--- src/hdl/rsnp_pkg.sv ---
// ----------------------------------------------------------------------------
// rsnp_pkg
// Shared types and constants for the ray/sphere nearest pick block.
// ----------------------------------------------------------------------------
package rsnp_pkg;

    localparam int COORD_W = 32;
    localparam int SCALE_W = 31;
    localparam int MAG_W   = 34;
    localparam int PROD_W  = 2 * MAG_W;
    localparam int ACC_W   = 140;
    localparam int ROOT_W  = 32;
    localparam int RAD_W   = 64;
    localparam int STEP_W  = 5;
    localparam int IDX_W   = 3;

    // register indexes
    localparam logic [IDX_W-1:0] REG_ORIGIN_X    = 3'd0;
    localparam logic [IDX_W-1:0] REG_ORIGIN_Y    = 3'd1;
    localparam logic [IDX_W-1:0] REG_ORIGIN_Z    = 3'd2;
    localparam logic [IDX_W-1:0] REG_DIR_X       = 3'd3;
    localparam logic [IDX_W-1:0] REG_DIR_Y       = 3'd4;
    localparam logic [IDX_W-1:0] REG_DIR_Z       = 3'd5;
    localparam logic [IDX_W-1:0] REG_PICK_MARGIN = 3'd6;

    // MAC step schedule
    localparam logic [STEP_W-1:0] STEP_L0     = 5'd0;
    localparam logic [STEP_W-1:0] STEP_L1     = 5'd1;
    localparam logic [STEP_W-1:0] STEP_L2     = 5'd2;
    localparam logic [STEP_W-1:0] STEP_LR_END = 5'd3;
    localparam logic [STEP_W-1:0] STEP_D0     = 5'd4;
    localparam logic [STEP_W-1:0] STEP_D1     = 5'd5;
    localparam logic [STEP_W-1:0] STEP_D_END  = 5'd6;
    localparam logic [STEP_W-1:0] STEP_B0     = 5'd7;
    localparam logic [STEP_W-1:0] STEP_B1     = 5'd8;
    localparam logic [STEP_W-1:0] STEP_B_END  = 5'd9;
    localparam logic [STEP_W-1:0] STEP_BB_LL  = 5'd10;
    localparam logic [STEP_W-1:0] STEP_BB_LH  = 5'd11;
    localparam logic [STEP_W-1:0] STEP_BB_HL  = 5'd12;
    localparam logic [STEP_W-1:0] STEP_BB_HH  = 5'd13;
    localparam logic [STEP_W-1:0] STEP_LD_LL  = 5'd14;
    localparam logic [STEP_W-1:0] STEP_LD_LH  = 5'd15;
    localparam logic [STEP_W-1:0] STEP_LD_HL  = 5'd16;
    localparam logic [STEP_W-1:0] STEP_Q_END  = 5'd17;

    localparam logic [ROOT_W-1:0]  DIST_MAX = '1;
    localparam logic [SCALE_W-1:0] DIST_SAT = '1;

    localparam logic [COORD_W-1:0] DIR_Z_RESET  = 32'd65536;
    localparam logic [SCALE_W-1:0] MARGIN_RESET = 31'd327680;

    typedef enum logic [1:0] {
        SH_0,
        SH_34,
        SH_68
    } shift_t;

    typedef struct packed {
        logic   en;
        logic   sub;
        shift_t shift;
    } mac_op_t;

endpackage

--- src/hdl/rsnp_mac.sv ---
// ----------------------------------------------------------------------------
// rsnp_mac
// Shared 34x34 multiplier with a registered product and a signed
// shift-and-accumulate stage.
// ----------------------------------------------------------------------------
module rsnp_mac
(
    input  logic                    clk,
    input  logic                    rst_n,
    input  rsnp_pkg::mac_op_t       op,
    input  logic [rsnp_pkg::MAG_W-1:0] a,
    input  logic [rsnp_pkg::MAG_W-1:0] b,
    input  logic                    clr,
    output logic [rsnp_pkg::ACC_W-1:0] acc
);

    import rsnp_pkg::*;

    logic [PROD_W-1:0] prod_reg;
    mac_op_t           op_reg;
    logic [ACC_W-1:0]  acc_reg;
    logic [ACC_W-1:0]  term;

    always_comb
    begin
        case (op_reg.shift)
            SH_0:    term = ACC_W'(prod_reg);
            SH_34:   term = ACC_W'(prod_reg) << MAG_W;
            SH_68:   term = ACC_W'(prod_reg) << PROD_W;
            default: term = '0;
        endcase
    end

    always_ff @(posedge clk or negedge rst_n)
    begin
        if (!rst_n)
        begin
            op_reg  <= '0;
            acc_reg <= '0;
        end
        else
        begin
            op_reg <= op;
            if (clr)
                acc_reg <= '0;
            else if (op_reg.en)
                acc_reg <= op_reg.sub ? acc_reg - term : acc_reg + term;
        end
    end

    always_ff @(posedge clk)
    begin
        prod_reg <= a * b;
    end

    assign acc = acc_reg;

endmodule

--- config.mk ---
export PLATFORM = sky130hd
export DESIGN_NAME = rsnp_mac
export DESIGN_NICKNAME = d
export VERILOG_FILES = /design/src/hdl/rsnp_pkg.sv /design/src/hdl/rsnp_mac.sv
export SDC_FILE = /design/constraint.sdc
export NUM_CORES = 2
export LEC_CHECK = 0
export BUFFER_PORTS_ARGS = -buffer_cell sky130_fd_sc_hd__buf_2
export CORE_AREA = 2 2 414 416
export DETAILED_ROUTE_END_ITERATION = 6
export DIE_AREA = 0 0 416 418
export PLACE_DENSITY = 0.47
export REMOVE_ABC_BUFFERS = 1
export SKIP_LAST_GASP = 1
export SLEW_MARGIN = 10
export SYNTH_ARGS = -nofsm -noshare
export SYNTH_HDL_FRONTEND = slang
export SYNTH_SLANG_ARGS = --single-unit
export TNS_END_PERCENT = 30
--- constraint.sdc ---
create_clock -name clk -period 12.65 [get_ports clk]
set_input_delay 1.265 -clock clk [delete_from_list [all_inputs] [get_ports clk]]
set_output_delay 1.265 -clock clk [all_outputs]
set_load 0.05 [all_outputs]
### Word-level counts from Yosys, hierarchy flattened

Index checks and enable logic that the tools add are counted.

* memories kept: 0
* output and inout port bits: 140
* input port bits: 75
* latch bits: 0
* bits in writable memories: 0
* bits in read-only memories: 0
* logic and storage cells: 16
* bits in registers: 212

* multiplexer cells: 4
* $add $sub $neg: 2
* shifts and indexed selects: 0
* magnitude comparators: 0
* divide/modulo/power cells: 0
* $mul: 1
* bitwise gates (word level): 0
* reductions and logical operators: 2
* eq/ne operators: 2

Operators by type and width (count)
* 2-to-1 mux 140 bit: 3
* case mux 136 bit (3 select lines): 1
* adder 140 x 136 -> 140 bit: 1
* subtractor 140 x 136 -> 140 bit: 1
* multiplier 34 x 34 -> 68 bit: 1
* == test 2 x 1 -> 1 bit, second input constant: 1
* == test 2 bit, second input constant: 1
* zero test 2 bit: 1
* nonzero test 2 bit: 1

### Longest topological paths before layout

* word-level depth: 6
* gate-level depth with buffers: 33

### Worst setup path after synthesis

No wires, ideal clock.

* path type: input to register
* from: input port b[4] (netlist bit)
* to: register prod_reg[66]
* setup slack: 3.668 ns
* buffers on the path: 3
* arrival time: 8.859 ns
* library setup time: 0.123 ns
* stages: 31
* cells stage by stage: clkbuf_1 -> clkbuf_1 -> nand2_1 -> fa_1 -> fa_1 -> inv_1 -> fa_1 -> inv_1 -> fa_1 -> inv_1 -> fa_1 -> inv_1 -> fa_1 -> inv_1 -> fa_1 -> inv_1 -> fa_1 -> inv_1 -> ha_1 -> clkbuf_1 -> a21o_1 -> a211o_1 -> a21oi_1 -> o21ai_0 -> nand3_1 -> nand2_1 -> a31o_2 -> a2111oi_0 -> o21a_1 -> o21ai_1 -> xor2_1

* longest elaborated chain between the ends: 1

Ends and longest elaborated chain
* start, declared: RTL line rsnp_mac.sv:12 `input logic [rsnp_pkg::MAG_W-1:0] b,`
* multiplier 34 x 34 -> 68 bit: RTL line rsnp_mac.sv:53 `prod_reg <= a * b;`
* end signal, assigned: RTL line rsnp_mac.sv:53
* end, declared: RTL line rsnp_mac.sv:19 `logic [PROD_W-1:0] prod_reg;`

No other way between the ends.
A chain may end at the register's enable or synchronous reset.

### Final worst setup path

* from: input port a[9] (netlist bit)
* to: register prod_reg[65]

* longest elaborated chain between the ends: 1

Ends and longest elaborated chain
* start, declared: RTL line rsnp_mac.sv:11 `input logic [rsnp_pkg::MAG_W-1:0] a,`
* multiplier 34 x 34 -> 68 bit: RTL line rsnp_mac.sv:53

No other way between the ends.

==> summary.md <==
| Metric | Value |
|---|---|
| CTS Hold Bufs | `0` |
| Met2 routed WL | `103.3 mm` |
| Die Height | `418 um` |
| EDFF count, synth | `0` |
| Total negative setup slack | `0 ps` |
| Cell row count | `151` |
| Slowest CP cell | `buf_2` |
| Worst Path Max Fanout | `34` |
| Top Ports | `215` |
| Routed vias/inst | `5.352` |
| Post-DP HPWL | `176.5 mm` |
| Metal-1 WL | `99.91 mm` |
| Netlist Area Pre-Place | `0.05894 mm2` |
| Fin. max-slew vios | `0` |
| Max Fclk | `104.2 MHz` |
| Area growth syn-to-layout | `6.152%` |
| Critical R2R Launch | `op_reg[0]` |
| Critical path type | `in -> reg` |
| Post-synthesis sequential area ratio | `0.08424` |
| RSZ-0062 raised after global routing | `no` |
| Top routing layer in use | `met4` |
| Die Wd | `416 um` |
| Post-DRT Antenna Nets | `0` |
| 1st-iter DRT viols | `3398` |
| Critical Path Sink Type | `flop` |
| Post-layout nets | `8569` |
| Post-Synthesis Cells | `7160` |
| Max-Cap Viols | `0` |
| Worst hold path type | `reg -> reg` |
| Setup Fix Bufs, Post-CTS | `0` |
| WL/cell | `24.03 um` |
| Final Hold Viols | `0` |
| Clock Latency Late Sink | `600 ps` |
| PortBufs | `214` |
| First-pass GRT wire length | `335.6 mm` |
| Reg2Reg Capture Point | `acc[139]` |
| Hold WS | `526.4 ps` |
| Post_cts resized | `0` |
| Critical path arrival | `10060 ps` |
| Root Buffer | `clkbuf_16` |
| Remaining DRCs | `0` |
| Htree depth | `1` |
| Worst hold path depth | `2` |
| Clk slew on worst S/H paths | `70 ps` |
| CP most frequent cell | `fa_1` |
| Largest register FFs | `140` |
| Hold Path End | `acc[138]` |
| GP Congestion | `0.9683` |
| Setup slack after layout | `3051 ps` |
| Num CTS Buffers | `25` |
| Slowest Stage Delay on Critical Path | `770 ps` |
| Initial antenna violation count | `5` |
| Synth cell types | `95` |
| Worst slew pin tran | `1116 ps` |
| Hold path start | `acc[138]` |
| Synth warn | `0` |
| Final min period | `9599 ps` |
| Yosys reg bits | `212` |
| Synthesized area per cell | `8.232 um2` |
| Pin count of the biggest net entering global routing | `82` |
| First-pass DRT Iterations | `7` |
| Clk buf depth | `3` |
| Flop2flop setup slack | `3610 ps` |
| CTS tree | `yes` |
| Total Wirelength | `223.1 mm` |
| Period utilisation layout | `0.7588` |
| Detailed-route via count | `49700` |
| FILL cells | `17634` |
| GRT overflow | `0` |
| Prevailing post-synth register cell | `dfrtp_1` |
| Setup WS pre-CTS | `2437 ps` |
| CTS sink count | `212` |
| Via count of the first global-routing pass | `51833` |
| Async S/R FF share, synth | `0.6792` |
| Status | `complete, no violations` |
| Setup-failing EPs final | `0` |
| GRT Overall Usage | `0.2549` |
| Startpoint Class | `input pin` |
| Final Core Density | `0.3700` |
| Fraction of layout cells with a size suffix above 1 | `0.05575` |
| Die ar. | `0.1739 mm2` |
| Starting Density | `0.3486` |
| CP required | `13110 ps` |
| FF-to-FF path depth | `23` |
| Core Box Area | `0.1691 mm2` |
| Clock Skews | `34.70 ps` |
| Relative slew slack | `0.2561` |
| DR WL met3 | `11.64 mm` |
-- stage by stage --
step	area [um2]	instances
6_report	62560	9286
5_1_grt	62560	9285
4_1_cts	62560	9285
3_5_place_dp	61780	9240
3_3_place_gp	61780	9240
2_1_floorplan	57250	6724
-- layout make-up --
class                   instances  area, um2  share of cell area
diodes                          1      2.502          0.00004000
clock buffers                  32      693.2             0.01108
clock inverters                13      92.59            0.001480
inverters                    1109       4163             0.06654
multi-input cells            5403      48150              0.7696
flip-flops and latches        212       4977             0.07956
well taps                    2218       2775             0.04436
repair buffers                298       1710             0.02734
-- synthesized netlist by cell type (34+ instances only) --
master | number | area (um2)
a211oi_1 | 34 | 255.2
a31oi_1 | 64 | 400.4
mux2i_1 | 102 | 1021
o21a_1 | 34 | 255.2
and2_1 | 548 | 3428
clkbuf_1 | 405 | 1520
inv_1 | 1106 | 4151
fa_1 | 1021 | 20440
nand2_1 | 988 | 3709
nor3_1 | 95 | 475.5
nand4_1 | 84 | 525.5
nor2_1 | 430 | 1614
nand3_1 | 65 | 325.3
a21oi_1 | 366 | 1832
xor2_1 | 124 | 1086
o21bai_1 | 65 | 488.0
nor2b_1 | 35 | 219.0
a21o_1 | 121 | 908.4
o21ai_0 | 208 | 1041
dfrtp_1 | 144 | 3603
ha_1 | 424 | 5305
dfxtp_1 | 68 | 1361
xnor2_1 | 163 | 1428
-- cell usage in the layout, fill, tap and decap left out, types with 121 or more instances in the layout --
| cell type | n |
|---|---|
| and2_1 | 548 |
| nor2_1 | 428 |
| a21oi_1 | 366 |
| inv_1 | 1106 |
| dfrtp_1 | 140 |
| ha_1 | 424 |
| xor2_1 | 124 |
| buf_2 | 212 |
| o21ai_0 | 208 |
| a21o_1 | 121 |
| xnor2_1 | 163 |
| nand2_1 | 988 |
| fa_1 | 1021 |
-- critical path: cells and delay by family --
family / cells / cell delay, ps
fa+ha+maj: 9 / 4350
compound gates: 5 / 1750
simple gates: 6 / 1380
buf+inv: 8 / 1140
xor+xnor: 1 / 120
-- cells by family after synthesis --
| family | Yosys count | synth area share |
|---|---|---|
| and+or+nand+nor | 2429 | 0.1969 |
| buffers and inverters | 1545 | 0.09929 |
| adders and majority gates | 1445 | 0.4368 |
| AOI/OAI and AO/OA | 1136 | 0.1220 |
| xor gates and xnor gates | 287 | 0.04265 |
| DFF | 212 | 0.08424 |
| muxes | 106 | 0.01809 |
-- per-layer routing --
layer  vias to the layer above  global-route usage
li1                      22489                   -
met2                      1555              0.4205
met3                       309             0.02825
met5                         -                   0
met4                         0             0.08555
met1                     25347              0.3475
-- worst max-delay path by stage --
stage | start | end | slack, ps | depth (start not counted)
6_report | a[9] | prod_reg[65] | 3050 | 29
5_1_grt | a[9] | prod_reg[65] | 2550 | 29
4_1_cts | a[9] | prod_reg[65] | 3040 | 29
3_5_place_dp | a[9] | prod_reg[65] | 2440 | 29
3_3_place_gp | a[9] | prod_reg[65] | 2440 | 29
2_1_floorplan | op_reg[0] | acc[139] | 2730 | 23
Power is not shown: default switching activity piles up to over one toggle a cycle in this logic, so the estimate is an artifact.
