`src/hdl/rsnp_pkg.sv`:
```
// ----------------------------------------------------------------------------
// rsnp_pkg
// Shared types and constants for the ray/sphere nearest pick block.
// ----------------------------------------------------------------------------
package rsnp_pkg;

    localparam int COORD_W = 32;
    localparam int SCALE_W = 31;
    localparam int MAG_W   = 34;
    localparam int PROD_W  = 2 * MAG_W;
    localparam int ACC_W   = 140;
    localparam int ROOT_W  = 32;
    localparam int RAD_W   = 64;
    localparam int STEP_W  = 5;
    localparam int IDX_W   = 3;

    // register indexes
    localparam logic [IDX_W-1:0] REG_ORIGIN_X    = 3'd0;
    localparam logic [IDX_W-1:0] REG_ORIGIN_Y    = 3'd1;
    localparam logic [IDX_W-1:0] REG_ORIGIN_Z    = 3'd2;
    localparam logic [IDX_W-1:0] REG_DIR_X       = 3'd3;
    localparam logic [IDX_W-1:0] REG_DIR_Y       = 3'd4;
    localparam logic [IDX_W-1:0] REG_DIR_Z       = 3'd5;
    localparam logic [IDX_W-1:0] REG_PICK_MARGIN = 3'd6;

    // MAC step schedule
    localparam logic [STEP_W-1:0] STEP_L0     = 5'd0;
    localparam logic [STEP_W-1:0] STEP_L1     = 5'd1;
    localparam logic [STEP_W-1:0] STEP_L2     = 5'd2;
    localparam logic [STEP_W-1:0] STEP_LR_END = 5'd3;
    localparam logic [STEP_W-1:0] STEP_D0     = 5'd4;
    localparam logic [STEP_W-1:0] STEP_D1     = 5'd5;
    localparam logic [STEP_W-1:0] STEP_D_END  = 5'd6;
    localparam logic [STEP_W-1:0] STEP_B0     = 5'd7;
    localparam logic [STEP_W-1:0] STEP_B1     = 5'd8;
    localparam logic [STEP_W-1:0] STEP_B_END  = 5'd9;
    localparam logic [STEP_W-1:0] STEP_BB_LL  = 5'd10;
    localparam logic [STEP_W-1:0] STEP_BB_LH  = 5'd11;
    localparam logic [STEP_W-1:0] STEP_BB_HL  = 5'd12;
    localparam logic [STEP_W-1:0] STEP_BB_HH  = 5'd13;
    localparam logic [STEP_W-1:0] STEP_LD_LL  = 5'd14;
    localparam logic [STEP_W-1:0] STEP_LD_LH  = 5'd15;
    localparam logic [STEP_W-1:0] STEP_LD_HL  = 5'd16;
    localparam logic [STEP_W-1:0] STEP_Q_END  = 5'd17;

    localparam logic [ROOT_W-1:0]  DIST_MAX = '1;
    localparam logic [SCALE_W-1:0] DIST_SAT = '1;

    localparam logic [COORD_W-1:0] DIR_Z_RESET  = 32'd65536;
    localparam logic [SCALE_W-1:0] MARGIN_RESET = 31'd327680;

    typedef enum logic [1:0] {
        SH_0,
        SH_34,
        SH_68
    } shift_t;

    typedef struct packed {
        logic   en;
        logic   sub;
        shift_t shift;
    } mac_op_t;

endpackage

```
`src/hdl/rsnp_sqrt.sv`:
```
// ----------------------------------------------------------------------------
// rsnp_sqrt
// Bit-pair restoring integer square root, 64-bit radicand, one result bit
// per cycle.
// ----------------------------------------------------------------------------
module rsnp_sqrt
(
    input  logic                        clk,
    input  logic                        rst_n,
    input  logic                        start,
    input  logic [rsnp_pkg::RAD_W-1:0]  radicand,
    output logic                        done,
    output logic [rsnp_pkg::ROOT_W-1:0] root
);

    import rsnp_pkg::*;

    logic [RAD_W-1:0]  x_reg;
    logic [RAD_W-1:0]  res_reg;
    logic [RAD_W-1:0]  bit_reg;
    logic [4:0]        cnt_reg;
    logic              busy_reg;
    logic              done_reg;
    logic [RAD_W-1:0]  trial;
    logic              take;

    assign trial = res_reg + bit_reg;
    assign take  = x_reg >= trial;

    always_ff @(posedge clk or negedge rst_n)
    begin
        if (!rst_n)
        begin
            busy_reg <= 1'b0;
            done_reg <= 1'b0;
            cnt_reg  <= '0;
        end
        else
        begin
            done_reg <= 1'b0;
            if (start)
            begin
                busy_reg <= 1'b1;
                cnt_reg  <= '0;
            end
            else if (busy_reg)
            begin
                cnt_reg <= cnt_reg + 5'd1;
                if (cnt_reg == 5'd31)
                begin
                    busy_reg <= 1'b0;
                    done_reg <= 1'b1;
                end
            end
        end
    end

    always_ff @(posedge clk)
    begin
        if (start)
        begin
            x_reg   <= radicand;
            res_reg <= '0;
            bit_reg <= RAD_W'(1) << (RAD_W - 2);
        end
        else if (busy_reg)
        begin
            if (take)
            begin
                x_reg   <= x_reg - trial;
                res_reg <= (res_reg >> 1) + bit_reg;
            end
            else
                res_reg <= res_reg >> 1;
            bit_reg <= bit_reg >> 2;
        end
    end

    assign done = done_reg;
    assign root = res_reg[ROOT_W-1:0];

endmodule

```
`config.mk`:
```
export PLATFORM = sky130hd
export DESIGN_NAME = rsnp_sqrt
export DESIGN_NICKNAME = d
export VERILOG_FILES = /design/src/hdl/rsnp_pkg.sv /design/src/hdl/rsnp_sqrt.sv
export SDC_FILE = /design/constraint.sdc
export NUM_CORES = 1
export LEC_CHECK = 0
export ABC_CLOCK_PERIOD_IN_PS = 14600
export BUFFER_PORTS_ARGS = -buffer_cell sky130_fd_sc_hd__buf_4
export CAP_MARGIN = 20
export CORE_MARGIN = 4
export CORE_UTILIZATION = 35
export CTS_CLUSTER_SIZE = 24
export DETAILED_ROUTE_END_ITERATION = 10
export PLACE_DENSITY_LB_ADDON = 0.05
export SLEW_MARGIN = 20
export SYNTH_ARGS = -nofsm -noshare
export SYNTH_HDL_FRONTEND = slang
export SYNTH_SLANG_ARGS = --single-unit
```
`constraint.sdc`:
```
create_clock -name clk -period 14.6 [get_ports clk]
set_clock_uncertainty 0.05 [all_clocks]
set_input_delay 0.73 -clock clk [delete_from_list [all_inputs] [get_ports clk]]
set_output_delay 0.73 -clock clk [all_outputs]
set_load 0.01 [all_outputs]
```
=== Yosys cells after proc, flatten, opt, wreduce, memory -nomap -nowiden ===
Cells that the tools add are included.

* Register bits after elaboration: 167

* Add/sub/neg operators: 4
* $lt $le $gt $ge: 1
* Equality and inequality tests: 1
* Mux-type cells: 12
* Reduce and logical (&&, ||, !) cells: 3

{| class="wikitable"
|+ Operators with widths
! kind !! number
|-
| $mux W64 || 4
|-
| $add A63 B63 Y64 || 1
|-
| $add A64 B63 Y64 || 1
|-
| $ge A64 B64 Y1 || 1
|-
| $sub A64 B64 Y64 || 1
|-
| $mux W5 || 2
|-
| $mux W1 || 6
|-
| $add A5 B1 Y5 const B || 1
|-
| $eq A5 B5 Y1 const B || 1
|-
| $reduce_bool A2 Y1 || 2
|-
| $reduce_and A2 Y1 || 1
|}

=== Depth between registers and ports, before layout ===
Gate-level depths: netlist of run 1.

* Word-level depth: 5
* Depth in mapped cells: 26
* Depth with buffers taken out: 23

=== Least setup slack after synthesis of run 1 ===
No wires, ideal clock.

* Kind: register to register
* From: reg res_reg[2]
* To: reg x_reg[0] (enable)
* Arrival: 9.198 ns
* Path slack: 4.777 ns
* Cell stages (with the launch flop): 23
* Buffers on the path: 3
* Period minus slack after synthesis: 9.823 ns
* Cells stage by stage: dfxtp_1 -> ha_1 -> a31oi_1 -> a211oi_1 -> a221o_1 -> a31o_2 -> a31o_1 -> a211o_1 -> and3_1 -> nor3_1 -> o21ai_1 -> xnor2_1 -> ha_1 -> clkbuf_1 -> nand4_1 -> nor3_1 -> nand3_1 -> a211oi_1 -> o31ai_1 -> and2_1 -> buf_6 -> buf_2 -> o21ai_0

* Word-level cells in the longest chain between the ends: 4

{| class="wikitable"
|+ Ends and longest elaborated chain
! what !! line !! text
|-
| start, declared || rsnp_sqrt.sv:19 || <nowiki>logic [RAD_W-1:0] res_reg;</nowiki>
|-
| start signal, assigned || rsnp_sqrt.sv:71 || <nowiki>res_reg <= (res_reg >> 1) + bit_reg;</nowiki>
|-
| start signal, assigned || rsnp_sqrt.sv:74 || <nowiki>res_reg <= res_reg >> 1;</nowiki>
|-
| $add A64 B63 Y64 || rsnp_sqrt.sv:27 || <nowiki>assign trial = res_reg + bit_reg;</nowiki>
|-
| $ge A64 B64 Y1 || rsnp_sqrt.sv:28 || <nowiki>assign take = x_reg >= trial;</nowiki>
|-
| $reduce_bool A2 Y1 (no line) || - ||
|-
| $reduce_and A2 Y1 (no line) || - ||
|-
| end signal, assigned || rsnp_sqrt.sv:62 || <nowiki>x_reg <= radicand;</nowiki>
|-
| end signal, assigned || rsnp_sqrt.sv:70 || <nowiki>x_reg <= x_reg - trial;</nowiki>
|-
| end, declared || rsnp_sqrt.sv:18 || <nowiki>logic [RAD_W-1:0] x_reg;</nowiki>
|}

No other way between the ends.
A chain may end at the register's enable or synchronous reset.

=== Worst setup path after layout of run 1 ===
* From: reg res_reg[4]
* To: reg x_reg[55] (enable)

Same word-level chain as after synthesis.

==> results of run 1 <==
==> worst max-delay path: stages, from the launching register on <==
cell      delay, ps
dfxtp_1         390
ha_1            390
nand4_1         110
o21ai_0         570
a221oi_1        260
o21ai_0         560
a31oi_1         220
o21ai_0         390
a21oi_1         190
nor2_1          120
o21ai_0          90
xor2_1          200
ha_1            390
and4_1          250
or3b_1          390
nor3_1          260
nand3_1         130
a211oi_1        230
o31ai_1         130
and2_2          210
buf_4           290
o21ai_4         220
buf_4           690
==> placed cells by master, fill, tap and decap left out, drive strengths merged, types with 40 or more instances in the layout <==
master  instances
a21o           57
a21oi         121
a31oi          60
buf           107
dfxtp          96
edfxtp         64
ha            132
inv            50
mux2i          40
nand2         235
nand4          42
nor2          189
o21ai         159
xnor2          74
xor2           83
==> report_power, final <==
group	switching (W)	internal, W
combinational	0.00116	0.000705
clock	0.000225	0.000256
sequential	0.000114	0.000667
==> final cells by class <==
type                            count  area [um^2]  area share
Clock buffer                       21        481.7     0.02843
Tap cell                          592        740.7     0.04371
Timing Repair Buffer              108        820.8     0.04843
Inverter                           46        172.7     0.01019
Sequential cell                   167         4023      0.2374
Multi-Input combinational cell   1587        10600      0.6254
Clock inverter                     11        108.9    0.006423
==> layer usage <==
metal / vias to the layer above / global-route usage / share of wire
li1: 7128 / - / -
met1: 6812 / 0.3184 / 0.52
met2: 292 / 0.3101 / 0.42
met3: 43 / 0.03240 / 0.036
met4: 0 / 0.06193 / 0.021
met5: - / 0 / 0
==> per-stage QoR <==
stage | instance area (um^2) | hold WS [ps] | utilization | worst slack, ps | instances
after global routing | 16950 | 440.7 | 0.3841 | 6690 | 2532
final | 16950 | 452.6 | 0.3841 | 7310 | 2532
after CTS | 16940 | 422.0 | 0.3840 | 7269 | 2532
after floorplan | 15570 | 384.4 | - | 4777 | 1944
after global placement | 16340 | 441.1 | 0.3704 | 7552 | 2499
after detailed placement | 16340 | 455.3 | 0.3704 | 7327 | 2499
==> final timing paths <==
kind	endpoint	startpoint	slack, ps
setup / recovery	x_reg[55]	res_reg[4]	7310
hold / removal	x_reg[27]	radicand[27]	450
setup reg to reg	x_reg[55]	res_reg[4]	7310
hold reg to reg	res_reg[0]	res_reg[0]	460
max in group asynchronous	busy_reg	rst_n	13830
min in group asynchronous	cnt_reg[1]	rst_n	530
==> timing repair <==
item / in CTS / in global routing
buffers inserted: 0 / 0
hold buffers: 1 / 0
hold endpoints to repair: 7 / 0
==> cells by family (layout without fill, tap and decap cells) <==
group                    after synthesis  count (layout)  share of synthesized area
buffers and inverters                190             186                    0.06189
XOR/XNOR                             157             157                    0.08834
adder cells (fa/ha/maj)              133             133                     0.1074
AO/OA/AOI/OAI                        637             637                     0.2753
multiplexers                          43              43                    0.02789
AND/OR/NAND/NOR                      617             617                     0.1810
flip-flops                           167             167                     0.2582
==> key figures, run 1 <==
Status
  – Status: finished clean

Global routing
  – Grt total ovfl: 0
  – GRT Overall Usage: 0.2114
  – Initial antenna violation count: 0
  – Vias in the first global route: approximately 14000
  – Largest net degree at the start of global routing: roughly 100
  – First-pass GRT wire length: around 79000 um

Placed design
  – Count of input and output buffers: slightly below 100
  – DP HPWL: slightly below 40000 um
  – Placer Congestion: just over 0.9

Job
  – Maxcap violations: 0

Floorplanning
  – Core Region: 0.04412 mm^2
  – Row Count: 77
  – DIE WIDTH: between 200 and 250 um
  – Starting Density: 0.3528
  – Die H: about 220 um
  – DIE AREA: approximately 0.048 mm^2
  – I/O pin count: 100

Logic synthesis
  – Synth top cells by count: 235 x nand2_1, 188 x nor2_1, 150 x o21ai_0, 132 x ha_1, 120 x a21oi_1
  – Synth Instances: 1944
  – Seq cells post-synth: roughly 170
  – Mapped Area: roughly 0.016 mm^2
  – Syn avg cell area: about 8.0 um^2
  – Ys Warns: 0
  – Most frequent cell after synthesis: nand2_1
  – Area share of the largest cell type after synthesis: 0.1235
  – Largest area contributor in the netlist: dfxtp_1
  – Asr flop ratio synth: 0.04192
  – Post-synth EDFFs: 64
  – Post-synthesis sequential area ratio: 0.2582
  – Post-synth top flop: dfxtp_1
  – Area contributors post-synth: dfxtp_1 12%, edfxtp_1 12%, ha_1 11%
  – Net count after synthesis: about 2100
  – Post-synth cell types: 97

Drt
  – Via count normalized by instance count: 5.638
  – Wire per inst: 19.99 um
  – DRC Markers: 0
  – Post-Route WL: approximately 51000 um
  – Routed Antenna Nets: 0
  – Vias: about 14000
  – Initial DRC count: 1106
  – Drt pass-1 iters: 5

Finish
  – Layout cells sized above 1: 0.1010
  – Fill cells: about 4700
  – Nets: roughly 2100
  – Area grow syn2layout: 8.866%
  – # diodes: 0

Clocking
  – Root buffer cell: clkbuf_16
  – Clock slew at reported path FFs: about 70 ps
  – Htree depth: 4
  – Clock buffer count from CTS: 17
  – # clock sinks: roughly 170
  – Post_cts resized: 0
  – CTS tree: built
  – Max clock buf depth: 2
  – Clock latency on the worst-skew pair: roughly 500 ps

Setup path
  – Worst R2R Path Depth: 22
  – Crit path max fanout: 64
  – Nature of the critical path startpoint: flip-flop
  – CP Class: reg -> reg
  – CP Data Arrival Time: 7360 ps
  – Worst setup EP type: flip-flop
  – Critical Path RT: 14670 ps

Power and ir drop
  – Leakage power: just under 7 nW
  – Power Total: 0.003128 W
  – Power Dens Cells: around 180 mW/mm^2
  – Peak supply drop: 0.00009526 V

STA
  – Post-route minimum period: 7290 ps
  – Fin Setup TNS: 0 ps
  – Fin. Hold Viols: 0
  – Final Max Slew Viols: 0
  – Final setup violation count: 0
  – Tightest Pin Transition: 1031 ps
  – Final period util: 0.4993
  – Rel. slew slack: 0.3117
  – RSZ-0062 raised after global routing: false
  – F_max: between 0.1 and 0.15 GHz

Min path
  – Hold path cells: 3
  – HP Class: in -> reg
(Power assumes the default switching activity.)
==> run 2: changes to the inputs <==
- ABC_CLOCK_PERIOD_IN_PS: 14600 -> 7300
- clock period: 14.6 -> 7.3 ns (I/O delays scaled with it)
==> run 2 against run 1 <==
  * Sequential power up 98%
  * Largest cell class unchanged
  * Critical path depth down 1
  * Critical endpoint is now res_reg[19]
  * Via count grew 0.87%
  * Setup slack got worse by 6500 ps
  * Global-route usage up 0.32 points
==> key figures, run 2 (synthesized netlist as in run 1, its figures left out) <==
Power and ir drop
  – Sw Ratio: 0.4738
  – Power Dens Cells: 372.6 mW/mm^2
  – Combinational share of power: 0.598
  – Leakage power: between 6 and 7 nW
  – Power share of the clock group: 0.158
  – Switching pwr: about 0.0030 W
  – Power Internal: roughly 0.0033 W
  – Seq pwr share: 0.244
  – Peak supply drop: just under 0.0002 V

Global routing
  – Initial antenna violation count: 0
  – First-pass GRT wire length: 79960 um
  – Largest net degree at the start of global routing: slightly below 90
  – Vias in the first global route: 13885
  – GRT Overall Usage: 0.2146
  – Grt total ovfl: 0

Clocking
  – Clock latency on the worst-skew pair: 500 ps
  – Clock slew at reported path FFs: roughly 80 ps
  – # clock sinks: 167
  – Htree depth: 4
  – Clock buffer count from CTS: 17
  – Max clock buf depth: 2
  – CTS tree: built
  – Root buffer cell: clkbuf_16
  – Post CTS Setup Buffer Count: 0

Finish
  – Area grow syn2layout: 9.758%
  – Commonest non-fill, non-tap cell in the layout: nand2_1
  – Nets: 2134
  – Util after Layout: 0.3872
  – Final instance area: around 0.017 mm^2
  – # diodes: 0
  – Most frequent cells in the layout: 234 x nand2_1, 188 x nor2_1, 148 x o21ai_0, 132 x ha_1, 120 x a21oi_1
  – Layout cells sized above 1: 0.1053

Setup path
  – Critical Path RT: ~7700 ps
  – Max incr delay on CP: between 400 and 500 ps
  – CP Cell Sequence: ha_1 > a31oi_1 > a211oi_2 > a221o_1 > a31o_2 > a31o_1 > a211o_1 > and3_1 > nor3_1 > xor2_1 > ha_1 > nand4_1 > nor3_1 > nand3_1 > a211oi_1 > o31ai_1 > nand2_2 > buf_4 > o21ai_0 > xor2_1 > a211oi_1
  – CP Data Arrival Time: around 6800 ps
  – Crit path max fanout: 30
  – Worst setup EP type: flip-flop
  – Worst path slowest cell: buf_4
  – Nature of the critical path startpoint: flip-flop
  – CP Class: reg -> reg

Floorplanning
  – DIE AREA: ~0.048 mm^2
  – Row Count: slightly below 80
  – Starting Density: 0.3528
  – Die H: approximately 220 um
  – DIE WIDTH: around 220 um
  – I/O pin count: 100
  – Core Region: between 0.04 and 0.05 mm^2

STA
  – F_max: roughly 0.15 GHz
  – Final Max Slew Viols: 0
  – Fin Setup TNS: 0 ps
  – Rel. slew slack: 0.3619
  – Fin. Hold Viols: 0
  – RSZ-0062 raised after global routing: false
  – Tightest Pin Transition: 957.2 ps
  – Post-route minimum period: around 6500 ps
  – Final period util: 0.8880
  – Final setup violation count: 0

Placed design
  – Placer Congestion: around 0.90
  – Post-DP Area: approximately 0.016 mm^2
  – DP HPWL: 39300 um
  – Count of input and output buffers: just under 100

Status
  – Status: finished clean

Drt
  – Routed Antenna Nets: 0
  – Vias: roughly 14000
  – Wire per inst: around 20 um
  – DRC Markers: 0
  – Initial DRC count: about 1100
  – Post-Route WL: 51230 um
  – Via count normalized by instance count: about 5.7
  – Drt pass-1 iters: 5

Min path
  – HP Class: in -> reg

Job
  – Maxcap violations: 0
==> run 2: per-layer routing <==
layer / vias up / wire length (um) / share of wire / track usage
li1: 7157 / - / - / -
met1: 6857 / 26650 / 0.52 / 0.3257
met2: 327 / 21200 / 0.41 / 0.3100
met3: 58 / 2214 / 0.043 / 0.03282
met4: 0 / 1162 / 0.023 / 0.06657
met5: - / 0 / 0 / 0
==> run 2: layout make-up <==
cell class / instances / area [um^2]
Fill cell: 4628 / 27040
Multi-Input combinational cell: 1587 / 10600
Sequential cell: 167 / 4023
Timing Repair Buffer: 115 / 919.6
Tap cell: 592 / 740.7
Clock buffer: 18 / 439.2
Clock inverter: 14 / 186.4
Inverter: 46 / 172.7
==> run 2: worst paths after layout <==
| path | startpoint | endpoint | slack [ps] | cells after the start |
|---|---|---|---|---|
| worst max-delay path | res_reg[2] | res_reg[19] | 820 | 21 |
| worst max register to register | res_reg[2] | res_reg[19] | 820 | 21 |
| max in group asynchronous | rst_n | busy_reg | 6900 | 2 |
| worst min-delay path | radicand[10] | x_reg[10] | 100 | 3 |
| min in group asynchronous | rst_n | cnt_reg[2] | 160 | 2 |
| worst min register to register | res_reg[0] | res_reg[0] | 460 | 2 |
==> run 2: what timing repair did <==
action                     in CTS  in global routing
resized for setup               0                  2
hold buffers                    1                  0
hold endpoints to repair        7                  0
setup endpoints to repair       0                 73
==> run 2: critical path, delay by kind of cell (launching register included) <==
kind	cells	cell delay (ps)
AOI/OAI and AO/OA	10	2650
DFF	1	420
xor gates and xnor gates	2	540
and+or+nand+nor	6	1650
buffers and inverters	1	430
adders and majority gates	2	620
==> run 2: per-stage QoR <==
stage / total power (W) / worst slack, ps / cells / hold WS [ps]
floorplan: 0.004305 / 443.3 / 1944 / 19.41
global placement: 0.005373 / 702.9 / 2506 / 133.3
detailed placement: 0.005345 / 601.7 / 2506 / 135.9
CTS: 0.006391 / 534.9 / 2539 / 61.55
global route: 0.006910 / 101.4 / 2539 / 86.22
finish: 0.006366 / 817.9 / 2539 / 102.7
==> run 2: power by group through the flow <==
stage	logic [W]	registers, W	clock network (W)
finish	0.00381	0.00155	0.00100
global placement	0.00380	0.00157	0
floorplan	0.00285	0.00146	0
detailed placement	0.00378	0.00157	0
CTS	0.00380	0.00155	0.00104
global route	0.00426	0.00158	0.00107
==> run 3: changes to the inputs <==
==> constraint.sdc (replaced) <==
create_clock -name clk -period 7.3 [get_ports clk]
set_clock_uncertainty 0.05 [all_clocks]
set_input_delay 1.46 -clock clk [delete_from_list [all_inputs] [get_ports clk]]
set_output_delay 1.46 -clock clk [all_outputs]
set_load 0.01 [all_outputs]
==> run 3 against run 2 <==
  * Sequential power hardly changed
  * Setup slack worse by 180 ps
  * Via count is 1.2% lower
  * Global-route usage is 0.12 points lower
  * Critical endpoint unchanged
  * Largest cell class unchanged
  * Combinational power hardly changed
  * Hold slack better by 350 ps
  * Utilization hardly changed
  * Final cell count hardly changed
  * Clock-buffer cell count is 1 lower
==> key figures, run 3 (synthesized netlist as in run 1, its figures left out) <==
Clocking
  – # clock sinks: 167
  – CTS tree: built
  – Htree depth: 4
  – Clock buffer count from CTS: 17
  – Max clock buf depth: 2
  – Clock latency on the worst-skew pair: approximately 500 ps
  – Root buffer cell: clkbuf_16
  – CTS Hold Bufs: 0
  – Post_cts resized: 0
  – Clock slew at reported path FFs: approximately 80 ps
  – Post CTS Setup Buffer Count: 0

Setup path
  – CP Data Arrival Time: between 7000 and 8000 ps
  – Critical Path RT: ~7700 ps
  – Worst setup EP type: flip-flop
  – CP Cell Sequence: ha_1 > a31oi_1 > a211oi_1 > a221o_1 > a31o_2 > a31o_2 > nor2_1 > o31ai_1 > a21oi_1 > o31ai_1 > xnor2_1 > ha_1 > nand4_1 > nor3_1 > nand3_1 > a211oi_1 > o31ai_1 > nand2_2 > buf_4 > o21ai_0 > xor2_1 > a211oi_1
  – Worst path slowest cell: a211oi_1
  – CP Class: reg -> reg
  – Nature of the critical path startpoint: flip-flop
  – Cell family with most CP delay: compound AO/OA/AOI/OAI gates
  – Buf/Inv on CP: 1
  – Crit path max fanout: 30
  – Max incr delay on CP: around 660 ps

Drt
  – DRC Markers: 0
  – Wire per inst: 20.07 um
  – Routed Antenna Nets: 0
  – Post-Route WL: between 50000 and 60000 um
  – Initial DRC count: about 1000
  – Via count normalized by instance count: about 5.6
  – Drt pass-1 iters: 5
  – Vias: 14222

Floorplanning
  – Row Count: 77
  – Core Region: between 0.04 and 0.05 mm^2
  – I/O pin count: 100
  – Die H: between 200 and 250 um
  – DIE WIDTH: roughly 220 um
  – Starting Density: 0.3528
  – DIE AREA: 0.04791 mm^2

STA
  – Final period util: 0.9132
  – Final Max Slew Viols: 0
  – Tightest Pin Transition: 956.9 ps
  – Fin. Hold Viols: 0
  – Rel. slew slack: 0.3621
  – Post-route minimum period: around 6700 ps
  – Hold WS: ~450 ps
  – Final setup violation count: 0
  – RSZ-0062 raised after global routing: false
  – Fin Setup TNS: 0 ps
  – F_max: roughly 0.15 GHz

Finish
  – # diodes: 0
  – Layout cells sized above 1: 0.1048
  – Nets: approximately 2100
  – Most frequent cells in the layout: 234 x nand2_1, 188 x nor2_1, 149 x o21ai_0, 132 x ha_1, 120 x a21oi_1
  – Fill cells: roughly 4700
  – Commonest non-fill, non-tap cell in the layout: nand2_1
  – Area grow syn2layout: 9.718%

Min path
  – HP Class: reg -> reg

Power and ir drop
  – Power share of the clock group: 0.160
  – Power Total: ~0.0064 W
  – Sw Ratio: 0.4741
  – Switching pwr: approximately 0.0030 W
  – Leakage power: around 7 nW
  – Power Internal: around 0.0033 W
  – Combinational share of power: 0.596
  – Peak supply drop: 0.0002010 V
  – Power Dens Cells: between 300 and 400 mW/mm^2
  – Seq pwr share: 0.244

Placed design
  – Count of input and output buffers: just under 100
  – DP HPWL: 39230 um
  – Placer Congestion: 0.8999

Global routing
  – First-pass GRT wire length: ~80000 um
  – Largest net degree at the start of global routing: 87
  – Initial antenna violation count: 0
  – GRT Overall Usage: 0.2134
  – Vias in the first global route: approximately 14000
  – Grt total ovfl: 0

Status
  – Status: finished clean

Job
  – Maxcap violations: 0
## run 3: worst register-to-register path, cell delays in order, from the launching register on
cell and delay [ps]:
dfxtp_1 370, ha_1 350, a31oi_1 150, a211oi_1 660
a221o_1 320, a31o_2 250, a31o_2 230, nor2_1 70
o31ai_1 430, a21oi_1 230, o31ai_1 330, xnor2_1 170
ha_1 470, nand4_1 170, nor3_1 470, nand3_1 200
a211oi_1 250, o31ai_1 140, nand2_2 290, buf_4 430
o21ai_0 190, xor2_1 170, a211oi_1 220
## run 3: path summary, 6_finish.rpt
kind	from	to	slack, ps	cells after the start
worst max-delay path	res_reg[2]	res_reg[19]	630	22
worst min-delay path	res_reg[0]	res_reg[0]	450	2
worst max register to register	res_reg[2]	res_reg[19]	630	22
worst min register to register	res_reg[0]	res_reg[0]	450	2
max in group asynchronous	rst_n	busy_reg	6360	1
min in group asynchronous	rst_n	cnt_reg[2]	710	1
## run 3: metrics by stage
| stage | cells | util | setup WS, ps | cell area [um^2] |
|---|---|---|---|---|
| after floorplan | 1944 | - | 443.3 | 15570 |
| after global placement | 2506 | 0.3727 | 708.9 | 16440 |
| after detailed placement | 2506 | 0.3727 | 640.6 | 16440 |
| after CTS | 2538 | 0.3871 | 586.4 | 17080 |
| after global routing | 2538 | 0.3871 | 21.28 | 17080 |
| final | 2538 | 0.3871 | 634.0 | 17080 |
## run 3: layout make-up
type / instances / area (um^2) / share of cell area
clock inverter: 15 / 209.0 / 0.01223
timing repair buffer: 114 / 909.6 / 0.05326
multi-input combinational: 1587 / 10600 / 0.6206
tap: 592 / 740.7 / 0.04337
sequential: 167 / 4023 / 0.2355
inverter: 46 / 172.7 / 0.01011
clock buffer: 17 / 425.4 / 0.02491
## run 3: power by group through the flow
stage	logic [W]	registers, W	clock network, W
finish	0.00380	0.00155	0.00102
global route	0.00425	0.00158	0.00109
CTS	0.00379	0.00155	0.00106
detailed placement	0.00377	0.00157	0
global placement	0.00380	0.00157	0
floorplan	0.00285	0.00146	0
## run 3: per-layer routing
layer / share of wire / routed length (um) / track usage / vias up
li1: - / - / - / 7152
met1: 0.53 / 26810 / 0.3235 / 6743
met2: 0.43 / 21660 / 0.3154 / 291
met3: 0.034 / 1744 / 0.03392 / 36
met4: 0.014 / 719 / 0.05098 / 0
met5: 0 / 0 / 0 / -
